$ cat src/tspr_pkg.sv
package tspr_pkg;

  localparam int SLOTS  = 16;
  localparam int SLOT_W = $clog2(SLOTS);
  localparam int CNT_W  = SLOT_W + 1;
  localparam int TIME_W = 64;

  localparam logic [TIME_W-1:0] TIMEOUT_RST = 64'd1000000000;

  // command codes
  localparam logic [2:0] CMD_START_READ  = 3'd0;
  localparam logic [2:0] CMD_START_WRITE = 3'd1;
  localparam logic [2:0] CMD_WRITE_DONE  = 3'd2;
  localparam logic [2:0] CMD_COMMIT      = 3'd3;
  localparam logic [2:0] CMD_ROLLBACK    = 3'd4;
  localparam logic [2:0] CMD_RELEASE     = 3'd5;
  localparam logic [2:0] CMD_REAP        = 3'd6;

  // status codes
  localparam logic [1:0] ST_DONE      = 2'd0;
  localparam logic [1:0] ST_REFUSED   = 2'd1;
  localparam logic [1:0] ST_EXHAUSTED = 2'd2;

  // slot phases
  localparam logic [2:0] PH_IDLE       = 3'd0;
  localparam logic [2:0] PH_READ       = 3'd1;
  localparam logic [2:0] PH_WRITE      = 3'd2;
  localparam logic [2:0] PH_COMPLETING = 3'd3;
  localparam logic [2:0] PH_COMMITTED  = 3'd4;
  localparam logic [2:0] PH_ROLLED     = 3'd5;

  // one row of the slot table
  typedef struct packed {
    logic [2:0]        phase;
    logic [TIME_W-1:0] start;
    logic [TIME_W-1:0] complete;
  } row_t;

  // write/clear request into the slot table
  typedef struct packed {
    logic              wr_en;
    logic [SLOT_W-1:0] wr_addr;
    row_t              wr_data;
    logic              clr_en;
    logic [SLOT_W-1:0] clr_addr;
  } row_req_t;

endpackage

$ cat src/tspr_slot_mem.sv
module tspr_slot_mem (
  input  logic                       clk,
  input  logic                       rst,
  input  logic [tspr_pkg::SLOT_W-1:0] rd_addr,
  output tspr_pkg::row_t             rd_data,
  input  tspr_pkg::row_req_t         req
);

  tspr_pkg::row_t                 mem [tspr_pkg::SLOTS];
  tspr_pkg::row_t                 mem_q;
  logic [tspr_pkg::SLOTS-1:0]     valid;
  logic                           valid_q;

  // row storage, registered read
  always_ff @(posedge clk) begin
    if (req.wr_en) begin
      mem[req.wr_addr] <= req.wr_data;
    end
    mem_q <= mem[rd_addr];
  end

  // per-row valid bits; an invalid row reads as all zeros
  always_ff @(posedge clk) begin
    if (rst) begin
      valid   <= '0;
      valid_q <= 1'b0;
    end else begin
      if (req.clr_en) begin
        valid[req.clr_addr] <= 1'b0;
      end
      if (req.wr_en) begin
        valid[req.wr_addr] <= 1'b1;
      end
      valid_q <= valid[rd_addr];
    end
  end

  assign rd_data = valid_q ? mem_q : '0;

endmodule

$ cat src/transaction_slot_pool_with_reaping.sv
// Write_complete, commit, rollback, refused and unknown commands finish after the row lookup.
// Starts and reap run the reap walk from the oldest age-list entry; a start then pops
// the free stack. Release scans the age list for the slot and moves later entries down.
// A result waits in the done state while the previous result is stalled at the output.
// One command is in flight at a time; the output register lets the next command enter.
// Reset (rst, synchronous) frees slot 0.
module transaction_slot_pool_with_reaping (
  input  logic                          clk,
  input  logic                          rst,
  input  logic                          in_valid,
  output logic                          in_stall,
  input  logic [2:0]                    cmd,
  input  logic [3:0]                    slot,
  input  logic [63:0]                   expected_time,
  input  logic [63:0]                   now,
  input  logic [63:0]                   commit_time,
  output logic                          out_valid,
  input  logic                          out_stall,
  output logic [1:0]                    status,
  output logic [3:0]                    granted_slot,
  output logic [63:0]                   grant_time,
  output logic [4:0]                    freed_count,
  input  logic                          timeout_we,
  input  logic [63:0]                   timeout_wdata
);

  localparam int SW = tspr_pkg::SLOT_W;
  localparam int CW = tspr_pkg::CNT_W;
  localparam int TW = tspr_pkg::TIME_W;

  typedef enum logic [12:0] {
    S_IDLE    = 13'b0000000000001,
    S_LOOK    = 13'b0000000000010,
    S_RP_AGE  = 13'b0000000000100,
    S_RP_ROW  = 13'b0000000001000,
    S_RP_MAX  = 13'b0000000010000,
    S_RP_CMP  = 13'b0000000100000,
    S_GRANT   = 13'b0000001000000,
    S_GRANT2  = 13'b0000010000000,
    S_RL_SCAN = 13'b0000100000000,
    S_RL_CHK  = 13'b0001000000000,
    S_RL_SH   = 13'b0010000000000,
    S_RL_MV   = 13'b0100000000000,
    S_DONE    = 13'b1000000000000
  } state_t;

  state_t            state;
  logic [TW-1:0]     timeout_ns;

  // latched command
  logic [2:0]        cmd_q;
  logic [SW-1:0]     slot_q;
  logic [TW-1:0]     expected_q;
  logic [TW-1:0]     now_q;
  logic [TW-1:0]     ctime_q;

  // working registers
  logic [TW-1:0]     limit;
  logic [TW-1:0]     tmax;
  logic [CW-1:0]     k;
  logic [SW-1:0]     head;
  logic [CW-1:0]     age_depth;
  logic [CW-1:0]     free_depth;

  // result being built
  logic [1:0]        res_status;
  logic [SW-1:0]     res_granted;
  logic [TW-1:0]     res_stime;
  logic [CW-1:0]     res_freed;

  // memories
  logic [SW-1:0]     age_mem [tspr_pkg::SLOTS];
  logic [SW-1:0]     age_q;
  logic [SW-1:0]     age_rd_addr;
  logic              age_we;
  logic [SW-1:0]     age_wr_addr;
  logic [SW-1:0]     age_wr_data;
  logic [SW-1:0]     free_mem [tspr_pkg::SLOTS];
  logic [SW-1:0]     free_q;
  logic [CW-1:0]     free_top;
  logic              free_we;
  logic [SW-1:0]     free_wr_data;

  logic [SW-1:0]     row_rd_addr;
  tspr_pkg::row_t    row_q;
  tspr_pkg::row_req_t row_req;

  logic [TW:0]       diff;
  logic              is_start;
  logic              match;
  logic              ok_wdone;
  logic              ok_commit;
  logic              ok_roll;
  logic              ok_rel;
  logic              pool_empty;
  logic              fresh_push;

  assign in_stall = (state != S_IDLE);

  // decode of the looked-up row
  assign is_start  = (cmd_q == tspr_pkg::CMD_START_READ) || (cmd_q == tspr_pkg::CMD_START_WRITE);
  assign match     = (row_q.start == expected_q);
  assign ok_wdone  = match && (row_q.phase == tspr_pkg::PH_WRITE);
  assign ok_commit = match && ((row_q.phase == tspr_pkg::PH_READ) ||
                               (row_q.phase == tspr_pkg::PH_COMPLETING));
  assign ok_roll   = match && ((row_q.phase == tspr_pkg::PH_READ) ||
                               (row_q.phase == tspr_pkg::PH_WRITE));
  assign ok_rel    = match && (row_q.phase != tspr_pkg::PH_IDLE);
  assign diff      = {1'b0, now_q} - {1'b0, timeout_ns};
  assign pool_empty = (free_depth == '0) || age_depth[CW-1];
  assign fresh_push = (free_depth == '0) && (age_depth < CW'(tspr_pkg::SLOTS - 1));
  assign free_top   = free_depth - CW'(1);

  // read address selection
  always_comb begin
    row_rd_addr = (state == S_IDLE) ? slot : age_q;
    priority if (state == S_RL_SCAN) begin
      age_rd_addr = head + k[SW-1:0];
    end else if (state == S_RL_SH) begin
      age_rd_addr = head + k[SW-1:0] + SW'(1);
    end else begin
      age_rd_addr = head;
    end
  end

  // write requests to the three stores
  always_comb begin
    row_req      = '0;
    age_we       = 1'b0;
    age_wr_addr  = head + k[SW-1:0];
    age_wr_data  = age_q;
    free_we      = 1'b0;
    free_wr_data = slot_q;
    unique case (state)
      S_LOOK: begin
        row_req.wr_addr        = slot_q;
        row_req.wr_data        = row_q;
        row_req.clr_addr       = slot_q;
        if (cmd_q == tspr_pkg::CMD_WRITE_DONE && ok_wdone) begin
          row_req.wr_en            = 1'b1;
          row_req.wr_data.phase    = tspr_pkg::PH_COMPLETING;
          row_req.wr_data.complete = ctime_q;
        end else if (cmd_q == tspr_pkg::CMD_COMMIT && ok_commit) begin
          row_req.wr_en         = 1'b1;
          row_req.wr_data.phase = tspr_pkg::PH_COMMITTED;
        end else if (cmd_q == tspr_pkg::CMD_ROLLBACK && ok_roll) begin
          row_req.wr_en         = 1'b1;
          row_req.wr_data.phase = tspr_pkg::PH_ROLLED;
        end else if (cmd_q == tspr_pkg::CMD_RELEASE && ok_rel) begin
          row_req.clr_en = 1'b1;
          free_we        = !free_depth[CW-1];
        end
      end
      S_RP_CMP: begin
        row_req.clr_addr = age_q;
        free_wr_data     = age_q;
        if (tmax <= limit) begin
          row_req.clr_en = 1'b1;
          free_we        = !free_depth[CW-1];
        end
      end
      S_GRANT2: begin
        row_req.wr_en            = 1'b1;
        row_req.wr_addr          = free_q;
        row_req.wr_data.phase    = (cmd_q == tspr_pkg::CMD_START_READ) ?
                                   tspr_pkg::PH_READ : tspr_pkg::PH_WRITE;
        row_req.wr_data.start    = now_q;
        row_req.wr_data.complete = '0;
        age_we       = 1'b1;
        age_wr_addr  = head + age_depth[SW-1:0];
        age_wr_data  = free_q;
        free_we      = fresh_push;
        free_wr_data = age_depth[SW-1:0] + SW'(1);
      end
      S_RL_MV: begin
        age_we = 1'b1;
      end
      default: begin
      end
    endcase
  end

  // age list and free stack storage; after reset the stack holds slot 0
  always_ff @(posedge clk) begin
    if (age_we) begin
      age_mem[age_wr_addr] <= age_wr_data;
    end
    age_q <= age_mem[age_rd_addr];
    if (rst) begin
      free_mem[0] <= '0;
    end else if (free_we) begin
      free_mem[free_depth[SW-1:0]] <= free_wr_data;
    end
    free_q <= free_mem[free_top[SW-1:0]];
  end

  tspr_slot_mem u_slot_mem (
    .clk     (clk),
    .rst     (rst),
    .rd_addr (row_rd_addr),
    .rd_data (row_q),
    .req     (row_req)
  );

  // configuration register
  always_ff @(posedge clk) begin
    if (rst) begin
      timeout_ns <= tspr_pkg::TIMEOUT_RST;
    end else if (timeout_we) begin
      timeout_ns <= timeout_wdata;
    end
  end

  // command sequencer
  always_ff @(posedge clk) begin
    if (rst) begin
      state      <= S_IDLE;
      head       <= '0;
      age_depth  <= '0;
      free_depth <= CW'(1);
      out_valid  <= 1'b0;
    end else begin
      if (out_valid && !out_stall && state != S_DONE) begin
        out_valid <= 1'b0;
      end
      unique case (state)
        S_IDLE: begin
          if (in_valid) begin
            cmd_q      <= cmd;
            slot_q     <= slot;
            expected_q <= expected_time;
            now_q      <= now;
            ctime_q    <= commit_time;
            state      <= S_LOOK;
          end
        end
        S_LOOK: begin
          res_granted <= '0;
          res_stime   <= '0;
          res_freed   <= '0;
          limit       <= diff[TW-1:0];
          k           <= '0;
          if (is_start || cmd_q == tspr_pkg::CMD_REAP) begin
            res_status <= (cmd_q == tspr_pkg::CMD_REAP) ? tspr_pkg::ST_DONE :
                                                          tspr_pkg::ST_REFUSED;
            if (diff[TW]) begin
              state <= is_start ? S_GRANT : S_DONE;
            end else begin
              state <= S_RP_AGE;
            end
          end else if ((cmd_q == tspr_pkg::CMD_WRITE_DONE && ok_wdone) ||
                       (cmd_q == tspr_pkg::CMD_COMMIT && ok_commit) ||
                       (cmd_q == tspr_pkg::CMD_ROLLBACK && ok_roll)) begin
            res_status <= tspr_pkg::ST_DONE;
            state      <= S_DONE;
          end else if (cmd_q == tspr_pkg::CMD_RELEASE && ok_rel) begin
            res_status <= tspr_pkg::ST_DONE;
            if (!free_depth[CW-1]) begin
              free_depth <= free_depth + CW'(1);
            end
            state <= S_RL_SCAN;
          end else begin
            res_status <= tspr_pkg::ST_REFUSED;
            state      <= S_DONE;
          end
        end
        // reap walk from the oldest entry
        S_RP_AGE: begin
          if (age_depth == '0) begin
            state <= is_start ? S_GRANT : S_DONE;
          end else begin
            state <= S_RP_ROW;
          end
        end
        S_RP_ROW: begin
          state <= S_RP_MAX;
        end
        S_RP_MAX: begin
          tmax  <= (row_q.start > row_q.complete) ? row_q.start : row_q.complete;
          state <= S_RP_CMP;
        end
        S_RP_CMP: begin
          if (tmax > limit) begin
            state <= is_start ? S_GRANT : S_DONE;
          end else begin
            if (!free_depth[CW-1]) begin
              free_depth <= free_depth + CW'(1);
            end
            head      <= head + SW'(1);
            age_depth <= age_depth - CW'(1);
            res_freed <= res_freed + CW'(1);
            state     <= S_RP_AGE;
          end
        end
        // pop the free stack
        S_GRANT: begin
          if (pool_empty) begin
            res_status <= tspr_pkg::ST_EXHAUSTED;
            state      <= S_DONE;
          end else begin
            free_depth <= free_top;
            state      <= S_GRANT2;
          end
        end
        S_GRANT2: begin
          age_depth   <= age_depth + CW'(1);
          if (fresh_push) begin
            free_depth <= CW'(1);
          end
          res_status  <= tspr_pkg::ST_DONE;
          res_granted <= free_q;
          res_stime   <= now_q;
          state       <= S_DONE;
        end
        // release: find the slot in the age list, then close the gap
        S_RL_SCAN: begin
          state <= (k == age_depth) ? S_DONE : S_RL_CHK;
        end
        S_RL_CHK: begin
          if (age_q == slot_q) begin
            state <= S_RL_SH;
          end else begin
            k     <= k + CW'(1);
            state <= S_RL_SCAN;
          end
        end
        S_RL_SH: begin
          if (k + CW'(1) == age_depth) begin
            age_depth <= age_depth - CW'(1);
            state     <= S_DONE;
          end else begin
            state <= S_RL_MV;
          end
        end
        S_RL_MV: begin
          k     <= k + CW'(1);
          state <= S_RL_SH;
        end
        // hand the result to the output register
        S_DONE: begin
          if (!out_valid || !out_stall) begin
            out_valid    <= 1'b1;
            status       <= res_status;
            granted_slot <= res_granted;
            grant_time   <= res_stime;
            freed_count  <= res_freed;
            state        <= S_IDLE;
          end
        end
        default: begin
          state <= S_IDLE;
        end
      endcase
    end
  end

`ifndef SYNTHESIS
  // between commands the free stack and age list together hold no more slots than exist
  a_slot_count: assert property (@(posedge clk) disable iff (rst)
    state == S_IDLE |->
      ({1'b0, free_depth} + {1'b0, age_depth}) <= (CW + 1)'(tspr_pkg::SLOTS))
    else $error("free stack and age list hold more slots than exist");

  // an exhausted pool grants nothing
  a_exhausted: assert property (@(posedge clk) disable iff (rst)
    out_valid && status == tspr_pkg::ST_EXHAUSTED |-> granted_slot == '0 && grant_time == '0)
    else $error("exhausted start reports a grant");

  // a refused command never reclaims slots
  a_refused: assert property (@(posedge clk) disable iff (rst)
    out_valid && status == tspr_pkg::ST_REFUSED |-> freed_count == '0)
    else $error("refused command reports reclaimed slots");

  // a result transfer out of the sequencer only happens from the done state
  a_load: assert property (@(posedge clk) disable iff (rst)
    !$past(out_valid) && out_valid |-> $past(state == S_DONE))
    else $error("result loaded outside the done state");
`endif

endmodule

$ cat config.mk
export PLATFORM = sky130hd
export DESIGN_NAME = transaction_slot_pool_with_reaping
export DESIGN_NICKNAME = d
export VERILOG_FILES = /design/src/tspr_pkg.sv /design/src/tspr_slot_mem.sv /design/src/transaction_slot_pool_with_reaping.sv
export SDC_FILE = /design/constraint.sdc
export NUM_CORES = 2
export LEC_CHECK = 0
export BUFFER_PORTS_ARGS = -buffer_cell sky130_fd_sc_hd__buf_2
export CORE_MARGIN = 5
export CORE_UTILIZATION = 30
export DETAILED_ROUTE_END_ITERATION = 10
export GPL_ROUTABILITY_DRIVEN = 0
export SETUP_SLACK_MARGIN = 0.15
export SYNTH_ARGS = -nofsm -noshare
export SYNTH_HDL_FRONTEND = slang
export SYNTH_SLANG_ARGS = --single-unit
$ cat constraint.sdc
create_clock -name clk -period 14.05 [get_ports clk]
set_input_delay 1.405 -clock clk [delete_from_list [all_inputs] [get_ports clk]]
set_output_delay 1.405 -clock clk [all_outputs]
set_load 0.05 [all_outputs]
# Word level (Yosys, flattened, before mapping)

Memory sizes are Yosys's and may differ from the RTL's. A register that Yosys moved wholly into a read port is not among the register bits.
Cells that the tools add are included.

Bits in registers: 591
Bits in latches: 0
RAM bits: 2224
ROM bits: 0
Output and inout port bits: 77
Logic and storage cells: 231
Memories kept: 3

Memories:

| memory         | words | width | rd ports | clocked after Yosys merged registers in | wr ports | line                                     | source |
|---|---|---|---|---|---|---|---|
| u_slot_mem.mem | 16    | 131   | 1        | 1                                       | 1        | tspr_slot_mem.sv:9                       | `tspr_pkg::row_t mem [tspr_pkg::SLOTS];` |
| age_mem        | 16    | 4     | 1        | 1                                       | 1        | transaction_slot_pool_with_reaping.sv:72 | `logic [SW-1:0] age_mem [tspr_pkg::SLOTS];` |
| free_mem       | 16    | 4     | 1        | 1                                       | 1        | transaction_slot_pool_with_reaping.sv:78 | `logic [SW-1:0] free_mem [tspr_pkg::SLOTS];` |

Add/sub/neg operators: 12
$mul: 0
Divide/modulo/power cells: 0
Order comparisons: 9
Equality and inequality tests: 39
Shifts and indexed selects: 0
Muxes and demuxes: 91
Bitwise operators: 5
Reduce and logical (&&, ||, !) cells: 48

Operator list:

| cell                                          | number |
|---|---|
| one-hot mux 136 bit (2 select lines)          | 1 |
| one-hot mux 13 bit (13 select lines)          | 1 |
| 2-to-1 mux 13 bit                             | 12 |
| 2-to-1 mux 131 bit                            | 1 |
| greater-than comparator 64 bit                | 2 |
| 2-to-1 mux 64 bit                             | 2 |
| one-hot mux 64 bit (2 select lines)           | 1 |
| subtractor 64 x 64 -> 65 bit                  | 1 |
| equality test 64 bit                          | 1 |
| <= comparator 64 bit                          | 1 |
| 2-to-1 mux 5 bit                              | 11 |
| 2-to-1 mux 16 bit                             | 3 |
| 2-to-1 mux 1 bit                              | 34 |
| one-hot mux 5 bit (3 select lines)            | 2 |
| 2-to-1 mux 4 bit                              | 7 |
| adder 5 x 1 -> 5 bit (second input constant)  | 4 |
| inequality test 2 bit (second input constant) | 10 |
| one-hot mux 5 bit (2 select lines)            | 2 |
| one-hot mux 5 bit (4 select lines)            | 1 |
| AND reduction 3 bit                           | 6 |
| AND 16 bit                                    | 1 |
| inverter 16 bit                               | 1 |
| bitwise OR 16 bit                             | 1 |
| one-hot mux 4 bit (2 select lines)            | 2 |
| 47 further kinds                              | 96 |

# Depth between registers and ports, before layout

Word-level depth: 19
Depth in mapped cells: 19
Gate-level depth less buffers: 13

# Hierarchy

A second synthesis with hierarchy kept.

Cells, all modules: 6490
Area, all modules: 118229.6 um^2

Modules (own cells, without submodules):

| module                             | times used | cells each | area an instance (um^2) | seq. area each (um^2) |
|---|---|---|---|---|
| tspr_slot_mem                      | 1          | 3605       | 82599.2                 | 65903.2 |
| transaction_slot_pool_with_reaping | 1          | 2885       | 35630.4                 | 20319.5 |

# Least setup slack after synthesis

Ideal clock, no wire load.

Path kind: input -> register
From: input port rst
To: register cmd_q[0] (enable)
Setup time: 0.761 ns
Arrival time: 10.288 ns
Data required time: 13.289 ns
Setup slack: 3.001 ns
Stages on the path: 4
Buffers on the path: 3
Path through: clkbuf_1 -> clkbuf_1 -> buf_1 -> nor2_1

Longest elaborated chain between the ends: 2

RTL lines:

| element                       | line                                      | source |
|---|---|---|
| start, declared               | transaction_slot_pool_with_reaping.sv:9   | `input logic rst,` |
| inverter 1 bit (no line)      | -                                         |  |
| AND reduction 3 bit (no line) | -                                         |  |
| end signal, assigned          | transaction_slot_pool_with_reaping.sv:229 | `cmd_q <= cmd;` |
| end, declared                 | transaction_slot_pool_with_reaping.sv:51  | `logic [2:0] cmd_q;` |

No other way between the ends.
A chain may end at the register's enable or synchronous reset.

# Final worst setup path

From: register u_slot_mem.valid_q
To: memory u_slot_mem.mem[3][101] in the netlist's numbering (enable)

Longest elaborated chain between the ends: 11

RTL lines:

| element                                                      | line                                      | source |
|---|---|---|
| start, declared                                              | tspr_slot_mem.sv:12                       | `logic valid_q;` |
| start signal, assigned                                       | tspr_slot_mem.sv:34                       | `valid_q <= valid[rd_addr];` |
| 2-to-1 mux 131 bit (*)                                       | tspr_slot_mem.sv:38                       | `assign rd_data = valid_q ? mem_q : '0;` |
| branches (longest 6 deep; another with equality test 64 bit) | -                                         |  |
| 2-to-1 mux 1 bit (*)                                         | transaction_slot_pool_with_reaping.sv:139 | `if (cmd_q == tspr_pkg::CMD_WRITE_DONE && ok_wdone) begin` |
| one-hot mux 136 bit (2 select lines) (*)                     | transaction_slot_pool_with_reaping.sv:134 | `unique case (state)` |
| 2-to-1 mux 1 bit (*)                                         | tspr_slot_mem.sv:16                       | `if (req.wr_en) begin` |
| 2-to-1 mux 1 bit (not written as such) (*)                   | tspr_slot_mem.sv:17                       | `mem[req.wr_addr] <= req.wr_data;` |
| end, declared                                                | tspr_slot_mem.sv:9                        |  |

Every way passes the cells marked *.

==> results.sh <==
export IMPL_fin_nets=10316
export IMPL_ys_ff_latch=2954
export IMPL_die_area_um2=419200
export IMPL_r2r_end="u_slot_mem.mem[3][101]"
export IMPL_worst_path_max_delay_cell="nor2_4"
export IMPL_crit_buf_inv=4
export IMPL_ys_seq_area_share_pct=70.73
export IMPL_avgSynthCellArea_um2=12.65
export IMPL_grt_ovfl_total=0
export IMPL_wl_per_cell_um=25.00
export IMPL_critical_path_required_ps=14530
export IMPL_tns_ps=0
export IMPL_fp_dieW_um=647.5
export IMPL_crit_family="buffers and inverters"
export IMPL_grt_pass1_vias=74834
export IMPL_min_from="res_stime[53]"
export IMPL_fp_row_count=234
export IMPL_cap_violations=0
export IMPL_fmax_ghz=0.1297
export IMPL_startpoint_type="flip-flop"
export IMPL_clock_latency_ps=890
export IMPL_antenna_found_initial=45
export IMPL_postCtsSetupRepairBufs=0
export IMPL_hp_class="flip-flop to flip-flop"
export IMPL_grt_pass1_wl_mm=549.3
export IMPL_grt_max_degree=175
export IMPL_ys_async_sr_fraction_pct=0
export IMPL_synthCells=9635
export IMPL_power_density_nw_per_um2=141.2
export IMPL_postCtsHoldBufs=0
export IMPL_vias_per_cell=5.182
export IMPL_dpl_hpwl_mm=240.2
export IMPL_syn2layout_area_growth_pct=14.42
export IMPL_root_buffer="clkbuf_16"
export IMPL_clock_path_buffers=4
export IMPL_remaining_drc_errors=0
export IMPL_finalCritPeriodShare_pct=54.86
export IMPL_start_util_pct=30.06
export IMPL_leakagePower_nw=48.76
export IMPL_core_area_um2=405500
export IMPL_synth_edf_count=2706
export IMPL_drt_iter0_markers=9629
export IMPL_critPathCaptureType="flip-flop"
export IMPL_crit_type="flip-flop to flip-flop"
export IMPL_outcome="complete, no violations"
export IMPL_vias=80400
export IMPL_cts_buffers=301
export IMPL_die_h_um=647.5
export IMPL_vdd_ir_drop_max_mv=0.09952
export IMPL_r2r_start="u_slot_mem.valid_q"
export IMPL_worstPathCellList="buf_4 -> buf_4 -> nand4b_1 -> o22ai_1 -> o22ai_1 -> nor4_1 -> nand4_2 -> a21oi_1 -> o2bb2ai_1 -> nand2_1 -> nor2_4 -> buf_4 -> buf_4"
export IMPL_r2r_slack_ps=6340
export IMPL_drt_wl_total_mm=388.0
export IMPL_min_path_cells=0
export IMPL_yosysWarnings=0
export IMPL_clk_pin_slew_ps=60
export IMPL_arrival_ps=8180
export IMPL_drive_gt1_share_pct=10.19
export IMPL_h_tree_depth=5
export IMPL_syn_area_um2=121900
export IMPL_min_period_ps=7708
export IMPL_fillers=39295
export IMPL_track_usage_pct=17.71
export IMPL_finalHoldViolations=0
export IMPL_slew_headroom_pct=1.017
export IMPL_cpPeakStageDelay_ps=1070
export IMPL_r2r_cells=13
export IMPL_drv_slew=0
export IMPL_cts_tree="yes"
export IMPL_drtAntennaViolNets=0
export IMPL_whs_endpoint="grant_time[53]"
export IMPL_rsz0062_at_grt="false"
export IMPL_cpMostUsedCell="buf_4"
export IMPL_io_pins=345
export IMPL_power_total_mw=19.69
export IMPL_skew_ps=61.57
export IMPL_ys_types=86
export IMPL_portBuffers=344
export IMPL_worstPathMaxFanout=62
export IMPL_worstMarginPinSlew_ps=1485
export IMPL_synth_ff_type="edfxtp_1"
export IMPL_dr_pass1_iters=6
export IMPL_cts_resized=0
export IMPL_cts_sinks=2954
export IMPL_setup_viol=0
export IMPL_synth_nets=10116
[per-layer routing]
| metal | vias up | track usage [%] | part of all wire (%) |
|---|---|---|---|
| met4 | 14 | 7.834 | 4.9 |
| met2 | 3705 | 27.74 | 46 |
| li1 | 35848 | - | - |
| met1 | 40199 | 24.21 | 41 |
| met3 | 634 | 2.924 | 8.0 |
| met5 | - | 0 | 0.024 |
[cells in the mapped netlist (all sizes together), types with 74 or more instances]
library cell  instances  area share (%)
buf                 132            0.54
inv                 227            0.70
edfxtp             2706              67
a21oi               335             1.4
nor2                327             1.0
o21ai               161            0.66
ha                  209             2.1
a21o                135            0.83
a311oi              397             2.9
a31oi               150            0.78
clkbuf              461             1.4
and3                272             1.4
nand3               602             2.5
and2                 74            0.38
dfxtp               248             4.1
nand2              2461             7.6
[cells in the final DEF (no fill, tap or decap), drive strengths merged, types with 63 or more instances in the layout]
cell type	instances
edfxtp	2706
nand2	2461
nand3	602
buf	490
a311oi	397
clkbuf	390
a21oi	335
nor2	327
and3	272
dfxtp	248
inv	237
ha	209
o21ai	161
a31oi	150
a21o	135
clkinv	96
and2	74
nor3	68
xnor2	66
mux2i	64
xor2	63
[layout make-up]
cell class              count  area [um2]  share of cell area, %
diodes                     15       37.54                0.02691
inverters                 228       863.3                 0.6189
flip-flops and latches   2954       86230                  61.81
clock buffers             390        8214                  5.889
multi-input cells        5860       32710                  23.45
clock inverters           151        1718                  1.232
repair buffers            490        2935                  2.104
well taps                5428        6792                  4.869
[worst max-delay path by stage]
stage / startpoint / to / cells past startpoint
floorplan: rst / cmd_q[0] / 4
global placement: u_slot_mem.valid_q / u_slot_mem.mem[8][94] / 14
detailed placement: u_slot_mem.valid_q / u_slot_mem.mem[8][107] / 14
CTS: u_slot_mem.valid_q / u_slot_mem.mem[8][87] / 14
global route: u_slot_mem.valid_q / u_slot_mem.mem[8][101] / 14
finish: u_slot_mem.valid_q / u_slot_mem.mem[3][101] / 13
[kinds of logic after synthesis]
group / Yosys count / share of synthesized area [%]
compound gates: 1424 / 8.033
xor+xnor: 129 / 0.9268
fa+ha+maj: 213 / 2.211
buf+inv: 821 / 2.659
flops: 2954 / 70.73
mux: 102 / 1.219
simple gates: 3992 / 14.22
[sequential cells by signal, indices dropped and copies added, names as in the netlist, 13 cells and up]
name and flops:
free_mem 64, ctime_q 64, now_q 64, tmax 64, timeout_ns 64, grant_time 64, u_slot_mem.mem 2096, u_slot_mem.valid 16
expected_q 64, limit 64, state 13, res_stime 64, age_mem 64, u_slot_mem.mem_q 131
[stage by stage]
| stage | hold WS, ps | area (um2) | setup slack (ps) | cells | util (%) |
|---|---|---|---|---|---|
| 3_5_place_dp | 404.5 | 129500 | 6442 | 14960 | 31.94 |
| 5_1_grt | 415.8 | 139500 | 6095 | 15506 | 34.39 |
| 3_3_place_gp | 403.9 | 129500 | 6522 | 14960 | 31.94 |
| 4_1_cts | 418.3 | 139500 | 6398 | 15501 | 34.39 |
| 2_1_floorplan | 400.3 | 121900 | 3001 | 9635 | - |
| 6_report | 414.4 | 139500 | 6342 | 15516 | 34.40 |
[power breakdown]
part           switching, mW  internal [mW]
sequential             0.151           9.61
combinational           1.22          0.554
clock                   3.47           4.68
total                   4.84           14.8
Power figures use the tool's default switching activity.
